### config.mk
export PLATFORM = sky130hd
export DESIGN_NAME = cassette_fsk_tape_encoder_flat
export DESIGN_NICKNAME = d
export VERILOG_FILES = /design/src/sv/cfe_pkg.sv /design/src/sv/cfe_chan_if.sv /design/src/sv/cfe_front.sv /design/src/sv/cfe_back.sv /design/src/sv/cassette_fsk_tape_encoder.sv /design/src/flat_wrapper.sv
export SDC_FILE = /design/constraint.sdc
export NUM_CORES = 1
export LEC_CHECK = 0
export BUFFER_PORTS_ARGS = -buffer_cell sky130_fd_sc_hd__buf_2
export CORE_MARGIN = 10
export CORE_UTILIZATION = 55
export CTS_CLUSTER_SIZE = 25
export DETAILED_ROUTE_END_ITERATION = 16
export PLACE_DENSITY = 0.72
export SLEW_MARGIN = 20
export SYNTH_ARGS = -nofsm -noshare
export SYNTH_HDL_FRONTEND = slang
export SYNTH_SLANG_ARGS = --single-unit
### constraint.sdc
create_clock -name clk -period 4 [get_ports clk]
set_clock_uncertainty 0.1 [all_clocks]
set_input_delay 0.8 -clock clk [delete_from_list [all_inputs] [get_ports clk]]
set_output_delay 0.8 -clock clk [all_outputs]
set_load 0.05 [all_outputs]
### src/sv/cfe_pkg.sv
package cfe_pkg;

  // default widths of the tick timer and the nonzero byte counter
  localparam int DEF_TIMER_WIDTH = 16;
  localparam int DEF_COUNT_WIDTH = 24;

  // width of the count field of a result
  localparam int OUT_COUNT_WIDTH = 24;

  // tape byte values
  localparam logic [7:0] LEADER_BYTE = 8'h55;
  localparam logic [7:0] SYNC_BYTE   = 8'h3C;
  localparam logic [7:0] BLOCK_TYPE_MAX = 8'h01;

  // leader run saturation
  localparam logic [9:0] RUN_MAX = 10'd1023;

  // playback phases
  localparam logic [1:0] PH_IDLE  = 2'd0;
  localparam logic [1:0] PH_PAD   = 2'd1;
  localparam logic [1:0] PH_DATA  = 2'd2;
  localparam logic [1:0] PH_TRAIL = 2'd3;

  // request kinds
  localparam logic REQ_BYTE = 1'b0;
  localparam logic REQ_TICK = 1'b1;

  // configuration register indexes
  localparam logic [2:0] REG_HALF_ZERO   = 3'd0;
  localparam logic [2:0] REG_HALF_ONE    = 3'd1;
  localparam logic [2:0] REG_LEADER_LEN  = 3'd2;
  localparam logic [2:0] REG_ORPHAN_MIN  = 3'd3;
  localparam logic [2:0] REG_TRAILER     = 3'd4;
  localparam logic [2:0] REG_ENABLE      = 3'd5;

  // configuration reset values
  localparam logic [15:0] RST_HALF_ZERO  = 16'd416;
  localparam logic [15:0] RST_HALF_ONE   = 16'd208;
  localparam logic [9:0]  RST_LEADER_LEN = 10'd256;
  localparam logic [9:0]  RST_ORPHAN_MIN = 10'd64;
  localparam logic [7:0]  RST_TRAILER    = 8'd16;
  localparam logic        RST_ENABLE     = 1'b1;

  // input item as offered
  typedef struct packed {
    logic       req_type;
    logic [7:0] data_byte;
    logic [7:0] next_byte;
    logic       next_valid;
    logic       is_last;
  } in_item_t;

  // result item
  typedef struct packed {
    logic                       audio_level;
    logic                       ready_res;
    logic                       dropped;
    logic [OUT_COUNT_WIDTH-1:0] nonzero_count;
  } out_item_t;

  // configuration write
  typedef struct packed {
    logic [2:0]  index;
    logic [15:0] value;
  } cfg_item_t;

  // classified item passed from front to back
  typedef struct packed {
    logic       is_tick;
    logic       is_leader;
    logic       is_sync;
    logic       sync_ok;
    logic       is_zero;
    logic       is_last;
    logic [7:0] data_byte;
  } cls_item_t;

endpackage

### src/sv/cfe_chan_if.sv
interface cfe_chan_if #(
  parameter type T = logic
) ();
  logic valid;
  logic ready;
  T     data;

  modport source (output valid, output data, input ready);
  modport sink (input valid, input data, output ready);
endinterface

### src/sv/cfe_front.sv
module cfe_front
  import cfe_pkg::*;
(
  input  logic       clk,
  input  logic       rst,
  cfe_chan_if.sink   req,
  output logic       q_valid,
  output cls_item_t  q_data,
  input  logic       q_pop
);

  // two-entry queue towards the back end
  cls_item_t  entries [2];
  logic       wr_ptr;
  logic       rd_ptr;
  logic [1:0] fill;
  logic       push;
  cls_item_t  cls;

  // classify the offered item
  always_comb begin
    cls.is_tick   = (req.data.req_type == REQ_TICK);
    cls.is_leader = (req.data.data_byte == LEADER_BYTE);
    cls.is_sync   = (req.data.data_byte == SYNC_BYTE);
    cls.sync_ok   = req.data.next_valid && (req.data.next_byte <= BLOCK_TYPE_MAX);
    cls.is_zero   = (req.data.data_byte == 8'd0);
    cls.is_last   = req.data.is_last;
    cls.data_byte = req.data.data_byte;
  end

  assign req.ready = (fill != 2'd2);
  assign push      = req.valid && req.ready;
  assign q_valid   = (fill != 2'd0);
  assign q_data    = entries[rd_ptr];

  // queue storage
  always_ff @(posedge clk) begin
    if (push) begin
      entries[wr_ptr] <= cls;
    end
  end

  // queue pointers and fill level
  always_ff @(posedge clk) begin
    if (rst) begin
      wr_ptr <= 1'b0;
      rd_ptr <= 1'b0;
      fill   <= 2'd0;
    end else begin
      if (push) begin
        wr_ptr <= ~wr_ptr;
      end
      if (q_pop) begin
        rd_ptr <= ~rd_ptr;
      end
      case ({push, q_pop})
        2'b10:   fill <= fill + 2'd1;
        2'b01:   fill <= fill - 2'd1;
        default: fill <= fill;
      endcase
    end
  end

endmodule

### src/sv/cfe_back.sv
module cfe_back
  import cfe_pkg::*;
#(
  parameter int TIMER_WIDTH = DEF_TIMER_WIDTH,
  parameter int COUNT_WIDTH = DEF_COUNT_WIDTH
) (
  input  logic       clk,
  input  logic       rst,
  input  logic       q_valid,
  input  cls_item_t  q_data,
  output logic       q_pop,
  cfe_chan_if.sink   cfg,
  cfe_chan_if.source res
);

  localparam int HW = (TIMER_WIDTH > 16) ? TIMER_WIDTH : 16;

  // configuration registers
  logic [15:0] half_zero;
  logic [15:0] half_one;
  logic [9:0]  leader_length;
  logic [9:0]  orphan_minimum;
  logic [7:0]  trailer_bytes;
  logic        enable;

  // playback state
  logic [9:0]             leader_run, leader_run_next;
  logic [9:0]             pad_remaining, pad_remaining_next;
  logic [7:0]             trailer_remaining, trailer_remaining_next;
  logic [7:0]             held_byte, held_byte_next;
  logic [7:0]             shift_byte, shift_byte_next;
  logic [2:0]             bit_position, bit_position_next;
  logic                   second_half, second_half_next;
  logic [TIMER_WIDTH-1:0] tick_timer, tick_timer_next;
  logic [1:0]             output_phase, output_phase_next;
  logic                   line_level, line_level_next;
  logic [COUNT_WIDTH-1:0] nonzero_total, nonzero_total_next;
  logic                   dropped;

  // output register
  logic      out_valid;
  out_item_t out_data;

  // half period selection
  logic [15:0] half_raw;
  logic [15:0] half_nz;
  logic [HW-1:0] half_ext;
  logic [HW-1:0] tmax_ext;
  logic [HW-1:0] half;
  logic [HW:0]   timer_inc;
  logic          expire;

  // leader padding
  logic       do_pad;
  logic [9:0] pad_value;

  assign cfg.ready = 1'b1;
  assign q_pop     = q_valid && (!out_valid || res.ready);
  assign res.valid = out_valid;
  assign res.data  = out_data;

  // configuration writes
  always_ff @(posedge clk) begin
    if (rst) begin
      half_zero      <= RST_HALF_ZERO;
      half_one       <= RST_HALF_ONE;
      leader_length  <= RST_LEADER_LEN;
      orphan_minimum <= RST_ORPHAN_MIN;
      trailer_bytes  <= RST_TRAILER;
      enable         <= RST_ENABLE;
    end else if (cfg.valid) begin
      case (cfg.data.index)
        REG_HALF_ZERO:  half_zero      <= cfg.data.value;
        REG_HALF_ONE:   half_one       <= cfg.data.value;
        REG_LEADER_LEN: leader_length  <= cfg.data.value[9:0];
        REG_ORPHAN_MIN: orphan_minimum <= cfg.data.value[9:0];
        REG_TRAILER:    trailer_bytes  <= cfg.data.value[7:0];
        REG_ENABLE:     enable         <= cfg.data.value[0];
        default: ;
      endcase
    end
  end

  // current half period, zero taken as one, clamped to the timer range
  always_comb begin
    half_raw  = shift_byte[bit_position] ? half_one : half_zero;
    half_nz   = (half_raw == 16'd0) ? 16'd1 : half_raw;
    half_ext  = HW'(half_nz);
    tmax_ext  = HW'({TIMER_WIDTH{1'b1}});
    half      = (half_ext > tmax_ext) ? tmax_ext : half_ext;
    timer_inc = {1'b0, HW'(tick_timer)} + {{HW{1'b0}}, 1'b1};
    expire    = !(timer_inc < {1'b0, half});
  end

  // leader tracking decision for a byte
  always_comb begin
    pad_value = leader_length - leader_run;
    if (q_data.is_sync) begin
      do_pad = q_data.sync_ok && (leader_run != 10'd0) && (leader_run < leader_length);
    end else begin
      do_pad = (leader_run != 10'd0) && (leader_run >= orphan_minimum)
               && (leader_run < leader_length);
    end
  end

  // state update for one item
  always_comb begin
    leader_run_next        = leader_run;
    pad_remaining_next     = pad_remaining;
    trailer_remaining_next = trailer_remaining;
    held_byte_next         = held_byte;
    shift_byte_next        = shift_byte;
    bit_position_next      = bit_position;
    second_half_next       = second_half;
    tick_timer_next        = tick_timer;
    output_phase_next      = output_phase;
    line_level_next        = line_level;
    nonzero_total_next     = nonzero_total;
    dropped                = 1'b0;

    if (q_data.is_tick) begin
      if (output_phase != PH_IDLE) begin
        if (!enable) begin
          // playback abandoned
          output_phase_next      = PH_IDLE;
          pad_remaining_next     = 10'd0;
          trailer_remaining_next = 8'd0;
          tick_timer_next        = '0;
          second_half_next       = 1'b0;
          bit_position_next      = 3'd0;
        end else if (!expire) begin
          tick_timer_next = timer_inc[TIMER_WIDTH-1:0];
        end else begin
          tick_timer_next = '0;
          if (!second_half) begin
            second_half_next = 1'b1;
            line_level_next  = 1'b1;
          end else begin
            second_half_next = 1'b0;
            if (bit_position != 3'd7) begin
              bit_position_next = bit_position + 3'd1;
              line_level_next   = 1'b0;
            end else if (output_phase == PH_PAD && pad_remaining != 10'd0) begin
              // another padding byte
              pad_remaining_next = pad_remaining - 10'd1;
              output_phase_next  = PH_PAD;
              shift_byte_next    = LEADER_BYTE;
              bit_position_next  = 3'd0;
              line_level_next    = 1'b0;
            end else if (output_phase == PH_PAD) begin
              // padding done, play the held byte
              output_phase_next = PH_DATA;
              shift_byte_next   = held_byte;
              bit_position_next = 3'd0;
              line_level_next   = 1'b0;
            end else if (trailer_remaining != 8'd0) begin
              trailer_remaining_next = trailer_remaining - 8'd1;
              output_phase_next      = PH_TRAIL;
              shift_byte_next        = LEADER_BYTE;
              bit_position_next      = 3'd0;
              line_level_next        = 1'b0;
            end else begin
              output_phase_next = PH_IDLE;
              bit_position_next = 3'd0;
            end
          end
        end
      end
    end else if (output_phase != PH_IDLE) begin
      // byte offered while busy
      dropped = 1'b1;
    end else begin
      // leader run bookkeeping
      if (q_data.is_leader) begin
        if (leader_run != RUN_MAX) begin
          leader_run_next = leader_run + 10'd1;
        end
      end else begin
        leader_run_next = 10'd0;
      end
      if (q_data.is_last) begin
        leader_run_next = 10'd0;
      end
      if (enable) begin
        if (!q_data.is_zero && (nonzero_total != {COUNT_WIDTH{1'b1}})) begin
          nonzero_total_next = nonzero_total + COUNT_WIDTH'(1);
        end
        held_byte_next         = q_data.data_byte;
        trailer_remaining_next = q_data.is_last ? trailer_bytes : 8'd0;
        bit_position_next      = 3'd0;
        second_half_next       = 1'b0;
        tick_timer_next        = '0;
        line_level_next        = 1'b0;
        if (do_pad && !q_data.is_leader) begin
          pad_remaining_next = pad_value - 10'd1;
          output_phase_next  = PH_PAD;
          shift_byte_next    = LEADER_BYTE;
        end else begin
          pad_remaining_next = 10'd0;
          output_phase_next  = PH_DATA;
          shift_byte_next    = q_data.data_byte;
        end
      end
    end
  end

  // state registers, advanced on each item taken from the queue
  always_ff @(posedge clk) begin
    if (rst) begin
      leader_run        <= 10'd0;
      pad_remaining     <= 10'd0;
      trailer_remaining <= 8'd0;
      held_byte         <= 8'd0;
      shift_byte        <= 8'd0;
      bit_position      <= 3'd0;
      second_half       <= 1'b0;
      tick_timer        <= '0;
      output_phase      <= PH_IDLE;
      line_level        <= 1'b0;
      nonzero_total     <= '0;
    end else if (q_pop) begin
      leader_run        <= leader_run_next;
      pad_remaining     <= pad_remaining_next;
      trailer_remaining <= trailer_remaining_next;
      held_byte         <= held_byte_next;
      shift_byte        <= shift_byte_next;
      bit_position      <= bit_position_next;
      second_half       <= second_half_next;
      tick_timer        <= tick_timer_next;
      output_phase      <= output_phase_next;
      line_level        <= line_level_next;
      nonzero_total     <= nonzero_total_next;
    end
  end

  // result register
  always_ff @(posedge clk) begin
    if (rst) begin
      out_valid <= 1'b0;
    end else if (q_pop) begin
      out_valid <= 1'b1;
    end else if (res.ready) begin
      out_valid <= 1'b0;
    end
  end

  always_ff @(posedge clk) begin
    if (q_pop) begin
      out_data.audio_level   <= line_level_next;
      out_data.ready_res     <= (output_phase_next == PH_IDLE);
      out_data.dropped       <= dropped;
      out_data.nonzero_count <= OUT_COUNT_WIDTH'(nonzero_total_next);
    end
  end

endmodule

### src/sv/cassette_fsk_tape_encoder.sv
// cassette fsk tape encoder
// req: request items; req_type 0 offers a tape byte (with its lookahead and
//   last-byte flag), req_type 1 is one timing tick from the prescaler.
// res: exactly one result per request, in order: line level, idle flag,
//   dropped flag for a byte offered while busy, saturating nonzero count.
// cfg: register writes (index, value), always ready; write only while idle.
// throughput: one request per clock while res.ready stays high; the whole state
//   update for an item is computed at once in the back end, so the serialiser, tick timer
//   and leader counter set the pace, not a loop.
// path: a request is written into the two-entry queue, then its result into the
//   result register, from which res takes it; while that register holds an
//   untaken result, the queue is not popped.
// reset: queue and result register empty, playback idle, line low, counters
//   cleared, registers back to their defaults; req.ready is high afterwards.
// stall: when res.ready is low the result holds; the queue takes up to two
//   more requests, then req.ready drops until results are taken.
module cassette_fsk_tape_encoder
  import cfe_pkg::*;
#(
  parameter int TIMER_WIDTH = DEF_TIMER_WIDTH,
  parameter int COUNT_WIDTH = DEF_COUNT_WIDTH
) (
  input  logic       clk,
  input  logic       rst,
  cfe_chan_if.sink   req,
  cfe_chan_if.source res,
  cfe_chan_if.sink   cfg
);

  logic      q_valid;
  cls_item_t q_data;
  logic      q_pop;

  // accept and classify
  cfe_front u_front (
    .clk     (clk),
    .rst     (rst),
    .req     (req),
    .q_valid (q_valid),
    .q_data  (q_data),
    .q_pop   (q_pop)
  );

  // playback engine
  cfe_back #(
    .TIMER_WIDTH (TIMER_WIDTH),
    .COUNT_WIDTH (COUNT_WIDTH)
  ) u_back (
    .clk     (clk),
    .rst     (rst),
    .q_valid (q_valid),
    .q_data  (q_data),
    .q_pop   (q_pop),
    .cfg     (cfg),
    .res     (res)
  );

endmodule

### src/flat_wrapper.sv
// flat-port wrapper written by rule: the top's interface ports become plain ports
module cassette_fsk_tape_encoder_flat import cfe_pkg::*;
#(
  parameter int TIMER_WIDTH = DEF_TIMER_WIDTH,
  parameter int COUNT_WIDTH = DEF_COUNT_WIDTH
)
  (clk, rst, req_valid, req_data, req_ready, res_valid, res_data, res_ready, cfg_valid, cfg_data, cfg_ready);
  cfe_chan_if #(.T(in_item_t)) req_i ();
  cfe_chan_if #(.T(out_item_t)) res_i ();
  cfe_chan_if #(.T(cfg_item_t)) cfg_i ();
  input  logic clk;
  input  logic rst;
  input wire logic [$bits(req_i.valid)-1:0] req_valid;
  input wire logic [$bits(req_i.data)-1:0] req_data;
  output wire logic [$bits(req_i.ready)-1:0] req_ready;
  output wire logic [$bits(res_i.valid)-1:0] res_valid;
  output wire logic [$bits(res_i.data)-1:0] res_data;
  input wire logic [$bits(res_i.ready)-1:0] res_ready;
  input wire logic [$bits(cfg_i.valid)-1:0] cfg_valid;
  input wire logic [$bits(cfg_i.data)-1:0] cfg_data;
  output wire logic [$bits(cfg_i.ready)-1:0] cfg_ready;
  assign req_i.valid = req_valid;
  assign req_i.data = req_data;
  assign req_ready = req_i.ready;
  assign res_valid = res_i.valid;
  assign res_data = res_i.data;
  assign res_i.ready = res_ready;
  assign cfg_i.valid = cfg_valid;
  assign cfg_i.data = cfg_data;
  assign cfg_ready = cfg_i.ready;
  cassette_fsk_tape_encoder #(.TIMER_WIDTH(TIMER_WIDTH), .COUNT_WIDTH(COUNT_WIDTH)) u_core (.clk(clk), .rst(rst), .req(req_i), .res(res_i), .cfg(cfg_i));
endmodule
After elaboration in Yosys (flattened, before gate mapping) --
Memory sizes are Yosys's and may differ from the RTL's. A register that Yosys moved wholly into a read port is not among the register bits. Cells that the tools add are included. W data, S select, Z words.
Storage, ports and cells: bits in registers 184, bits in writable memories 28, input bits 43, output and inout port bits 30, logic and storage cells 214, memories kept 1
Cells by class: add/sub/neg operators 10, $lt $le $gt $ge 6, eq/ne operators 29, muxes and demuxes 99, bitwise gates (word level) 4, reduce and logical (&&, ||, !) cells 40
Memories:
- u_core.u_front.entries | depth 2, bits a word 14, rd ports 1, clocked after memory_dff 1, write ports 1, line cfe_front.sv:13 | cls_item_t entries [2];
Operator list (count):
- $mux W8 | 24
- $mux W16 | 9
- $mux W10 | 13
- $mux W24 | 4
- $mux W1 | 27
- $add A24 B1 Y24 const B | 1
- $mux W2 | 12
- $mux W3 | 8
- $ne A24 B24 Y1 const B | 1
- $ne A3 B3 Y1 const B | 8
- $reduce_bool A10 Y1 | 2
- $sub A10 B1 Y10 const B | 2
- $add A16 B1 Y17 const B | 1
- $lt A17 B16 Y1 | 1
- $gt A16 B16 Y1 const B | 1
- $logic_not A16 Y1 | 1
- $ne A2 B2 Y1 const B | 6
- $reduce_and A2 Y1 | 6
- $reduce_and A4 Y1 | 3
- $add A10 B1 Y10 const B | 1
- $ge A10 B10 Y1 | 1
- $logic_and A1 B1 Y1 | 10
- $lt A10 B10 Y1 | 1
- $ne A10 B10 Y1 const B | 1
- 32 further kinds | 44

Longest topological paths before layout --
word-level depth 13, mapped depth 16, depth with buffers taken out 15

Cells and area by module --
Synthesis repeated with hierarchy kept, for this count alone.
Unflattened totals: cells, all modules 1225, area total of the unflattened synthesis 10901.7 um^2
Modules (own cells, without submodules):
- cfe_back | times used 1, cells each 1148, area an instance 9600.5 um^2, sequential area each 3873.7 um^2
- cfe_front | times used 1, cells each 77, area an instance 1301.2 um^2, sequential area each 940.9 um^2

Least setup slack after synthesis --
Ideal clock, no wire load.
path kind register -> register, start register u_core.u_back.bit_position[1], end register u_core.u_back.shift_byte[0], library setup time 0.141 ns, arrival 4.181 ns, data required time 3.759 ns, slack -0.422 ns, stages on the path, launching flop included 15, path buffers 2, period minus slack after synthesis 4.422 ns, path through dfxtp_1 > mux4_2 > mux2i_4 > clkbuf_1 > mux2i_1 > ha_1 > nand4_1 > or4_1 > or2_2 > nand4_2 > o21bai_2 > o31ai_4 > and2_1 > buf_2 > a311oi_1
On the way: word-level cells in the longest chain between the ends 10, elaborated cells on any way between the ends 12, classes of those cells order compare: 2; eq/ne: 3; mux: 5; reduce/logical: 2
Ends and longest elaborated chain:
- start, declared | line cfe_back.sv:32 | logic [2:0] bit_position, bit_position_next;
- start signal, assigned | line cfe_back.sv:227 | bit_position <= bit_position_next;
- $bmux W1 S3 | line cfe_back.sv:86 | half_raw = shift_byte[bit_position] ? half_one : half_zero;
- $mux W1 (not written as such) | line cfe_back.sv:86
- $mux W16 | line cfe_back.sv:86
- $logic_not A16 Y1 | line cfe_back.sv:87 | half_nz = (half_raw == 16'd0) ? 16'd1 : half_raw;
- $mux W16 | line cfe_back.sv:87
- $gt A16 B16 Y1 | line cfe_back.sv:90 | half = (half_ext > tmax_ext) ? tmax_ext : half_ext;
- $mux W16 | line cfe_back.sv:90
- $lt A17 B16 Y1 | line cfe_back.sv:92 | expire = !(timer_inc < {1'b0, half});
- $ne A2 B2 Y1 (no source line)
- $reduce_and A9 Y1 (no source line) *
- end signal, assigned | line cfe_back.sv:226 | shift_byte <= shift_byte_next;
- end, declared | line cfe_back.sv:31 | logic [7:0] shift_byte, shift_byte_next;
Every way passes the cells marked *; elsewhere a longest branch is shown, timed or not. The select of a mux whose other input is x is not followed. A chain may end at the register's enable or synchronous reset.

Worst setup path in the final report --
start register u_core.u_back.bit_position[1], end register u_core.u_back.out_data (netlist bit u_core.u_back.res.data[25]) (data pin)
On the way: word-level cells in the longest chain between the ends 13, elaborated cells on any way between the ends 16, classes of those cells order compare: 2; eq/ne: 1; mux: 11; reduce/logical: 2
Ends and longest elaborated chain:
- $bmux W1 S3 | line cfe_back.sv:86
- $mux W1 (not written as such) | line cfe_back.sv:86
- $mux W16 | line cfe_back.sv:86
- $logic_not A16 Y1 | line cfe_back.sv:87
- $mux W16 | line cfe_back.sv:87
- $gt A16 B16 Y1 | line cfe_back.sv:90
- $mux W16 | line cfe_back.sv:90
- $lt A17 B16 Y1 | line cfe_back.sv:92
- $mux W2 * | line cfe_back.sv:131 | end else if (!expire) begin
- $mux W2 * | line cfe_back.sv:123 | if (!enable) begin
- $mux W2 * | line cfe_back.sv:122 | if (output_phase != PH_IDLE) begin
- $mux W2 * | line cfe_back.sv:121 | if (q_data.is_tick) begin
- $logic_not A2 Y1 * | line cfe_back.sv:250 | out_data.ready_res <= (output_phase_next == PH_IDLE);
- end, declared | line cfe_back.sv:42 | out_item_t out_data;
Marks and branches as above.

==> results.py <==
metrics = {
    "timing": {
        "relSlewSlack": 0.314,
        "post-route-period-util": 0.961,
        "worst_slack_ps": 158,
        "finalSetupViolations": 0,
        "hold_viol": 0,
        "drv_slew": 0,
        "min_period_ps": 3840,
        "worst_slew_pin_slew_ps": 1030,
        "fmax_mhz": 260,
    },
    "layout": {
        "n_antenna_cell": 0,
        "areaGrowthSynthToFinish_pct": 15.3,
        "drive_above_1_share": 0.138,
        "final_common_cell": "nand2_1",
        "fillers": 1668,
        "layout_common_cells": "nand2_1 (192), dfxtp_1 (156), a21oi_1 (114)",
        "instances_no_fill": 1581,
        "final_net_count": 1397,
    },
    "critical_path": {
        "end_kind": "flip-flop",
        "required_ps": 4150,
        "crit_arrival_ps": 4000,
        "critPathLaunchType": "flip-flop",
        "critPathKind": "reg2reg",
        "cp_max_fo": 5,
    },
    "route": {
        "routedWlPerCell_um": 15.8,
        "dr.pass1.iters": 5,
        "drcViolationCount": 0,
        "via_per_inst": 5.64,
        "wl_mm": 24.9,
        "vias": 8910,
        "first_iter_violations": 561,
        "ant_nets": 0,
    },
    "yosys": {
        "postSynthAreaPerCell_um2": 8.95,
        "synth_edf_count": 55,
        "ys_types": 76,
        "ys_ff_latch": 213,
        "netlist_top_cells_area": "dfxtp_1 (29%), edfxtp_1 (15%), nand2_1 (6.6%)",
        "ys_seq_area_frac": 0.438,
        "syn-instance-count": 1227,
        "synth_flop_cell": "dfxtp_1",
        "synth_nets": 1326,
        "synthArstFlopShare": 0,
        "ys_warn_count": 0,
        "syn_area_um2": 11000,
        "netlist.area_leader.share": 0.288,
        "yosysTopAreaCell": "dfxtp_1",
    },
    "global_routing": {
        "grt_pass1_vias": 8545,
        "grt_max_degree": 65,
        "grt_pass1_wl_mm": 41.0,
        "overflow": 0,
        "grt_antenna_before_repair": 0,
        "track_usage": 0.184,
    },
    "floorplan": {
        "die_x_um": 161,
        "die_h_um": 161,
        "row_count": 51,
        "start_util": 0.562,
        "dieArea_um2": 26000,
        "ios": 73,
        "core_um2": 19500,
    },
    "cts": {
        "clkLatencyLatePin_ps": 510,
        "cts_root_buffer": "clkbuf_16",
        "cts_tree": "yes",
        "clock-sinks": 213,
        "htree_levels": 1,
        "postCtsHoldBufs": 0,
        "cts_buffers": 24,
        "clk_pin_slew_ps": 60,
        "cts_buffer_depth": 3,
    },
    "placement": {
        "pre_cts_ws_ps": 74.9,
        "port_buffers": 70,
        "place_inst": 1532,
        "hpwl_mm": 17.2,
        "gp_congestion": 0.843,
    },
    "power": {
        "p_leak_nw": 4.93,
        "powerDensity_nw_per_um2": 592,
        "peakVddDrop_v": 0.000356,
    },
    "run": {
        "maxCapViolations": 0,
    },
    "min_path": {
        "hp-class": "reg2reg",
    },
    "outcome": {
        "outcome": "finished, final reports clean",
    },
}
where the power goes:
part           switching [mW]  total (mW)  internal (mW)
clock network           0.853        2.27           1.42
logic                    1.67        2.52          0.844
registers               0.158        2.71           2.55
total                    2.69        7.50           4.82
cells in the mapped netlist, types with 3 or more instances:
| cell | number |
|---|---|
| a211oi_1 | 10 |
| a21boi_0 | 4 |
| a21o_1 | 4 |
| a21oi_1 | 114 |
| a221oi_1 | 5 |
| a22oi_1 | 10 |
| a311oi_1 | 6 |
| a31oi_1 | 7 |
| and2_1 | 9 |
| and3_1 | 18 |
| and4_1 | 6 |
| buf_2 | 4 |
| clkbuf_1 | 48 |
| dfxtp_1 | 158 |
| edfxtp_1 | 55 |
| ha_1 | 55 |
| inv_1 | 44 |
| mux2_2 | 5 |
| mux2i_1 | 31 |
| nand2_1 | 192 |
| nand2b_1 | 16 |
| nand3_1 | 29 |
| nand3b_1 | 12 |
| nand4_1 | 14 |
| nor2_1 | 112 |
| nor2b_1 | 8 |
| nor3_1 | 26 |
| nor4_1 | 12 |
| nor4b_1 | 4 |
| o21a_1 | 3 |
| o21ai_0 | 36 |
| o21bai_1 | 3 |
| o22ai_1 | 6 |
| o31ai_1 | 4 |
| o32ai_1 | 5 |
| o41ai_1 | 3 |
| or2_2 | 4 |
| or3_1 | 10 |
| or4_1 | 7 |
| xnor2_1 | 47 |
| xor2_1 | 36 |
cells by family (layout without fill, tap and decap cells):
logic type      count (synthesis)  count (layout)  synth area share
compound gates                241             242             0.137
other cells                     1               1          0.000341
fa+ha+maj                      56              56            0.0645
flops                         213             213             0.438
simple gates                  491             491             0.215
mux                            40              40            0.0416
buf+inv                       102             190            0.0370
xor+xnor                       83              83            0.0662
cell type report:
class | count | area [um2] | area share
Sequential cell | 213 | 4820 | 0.381
Clock inverter | 12 | 163 | 0.0128
Clock buffer | 32 | 662 | 0.0523
Tap cell | 265 | 332 | 0.0262
Inverter | 45 | 169 | 0.0133
Multi-Input combinational cell | 913 | 5860 | 0.463
Timing Repair Buffer | 101 | 661 | 0.0522
critical path: stages (launching register included):
cell and delay (ps):
dfxtp_4 370, mux4_2 520, mux2i_4 180, buf_12 140, buf_12 130, mux2i_2 240
ha_1 190, nand4_1 110, or4_4 550, or2_4 250, nand4_4 140, o21bai_2 130
o32ai_2 260, a21oi_1 70, and3_1 200
registers in the layout, indices dropped and copies added, names as in the netlist, 8 cells and up, named ones only:
signal	cells
u_core.u_back.half_zero	16
u_core.u_back.nonzero_total	24
u_core.u_front.entries	28
u_core.u_back.held_byte	8
u_core.u_back.half_one	16
u_core.u_back.tick_timer	16
u_core.u_back.trailer_remaining	8
u_core.u_back.shift_byte	8
u_core.u_back.orphan_minimum	10
u_core.u_back.res.data	27
u_core.u_back.leader_run	10
u_core.u_back.leader_length	10
u_core.u_back.pad_remaining	10
u_core.u_back.trailer_bytes	8
repair_timing:
action	4_1_cts	5_1_grt
endpoints found under the setup margin	0	32
gates resized for setup	0	21
buffers inserted	0	2
metrics by stage:
step                power, mW  utilization  hold WS, ps  instance area [um2]  setup TNS [ps]
global route             7.90        0.649          372                12700            -327
global placement         5.13        0.597          343                11700               0
detailed placement       5.17        0.597          350                11700               0
finish                   7.50        0.649          357                12700               0
CTS                      7.45        0.640          358                12500               0
floorplan                4.56            -          335                11000               0
path summary, 6_finish.rpt:
check	start	to	slack [ps]	cells past startpoint
min	u_core.u_back.orphan_minimum[1]$_SDFFE_PP0P_	u_core.u_back.orphan_minimum[1]$_SDFFE_PP0P_	360	2
max reg2reg	u_core.u_back.bit_position[1]$_SDFFE_PP0P_	u_core.u_back.res.data[25]$_DFFE_PP_	160	14
max	u_core.u_back.bit_position[1]$_SDFFE_PP0P_	u_core.u_back.res.data[25]$_DFFE_PP_	160	14
min reg2reg	u_core.u_back.orphan_minimum[1]$_SDFFE_PP0P_	u_core.u_back.orphan_minimum[1]$_SDFFE_PP0P_	360	2
layer usage:
layer / global-route usage / share of wire / routed length, um / vias up
met5: 0 / 0 / 0 / -
met4: 0.0451 / 0.020 / 505 / 0
met3: 0.0320 / 0.046 / 1140 / 39
met2: 0.308 / 0.47 / 11800 / 182
met1: 0.241 / 0.46 / 11500 / 4210
li1: - / - / - / 4479
(Power assumes the default switching activity.)
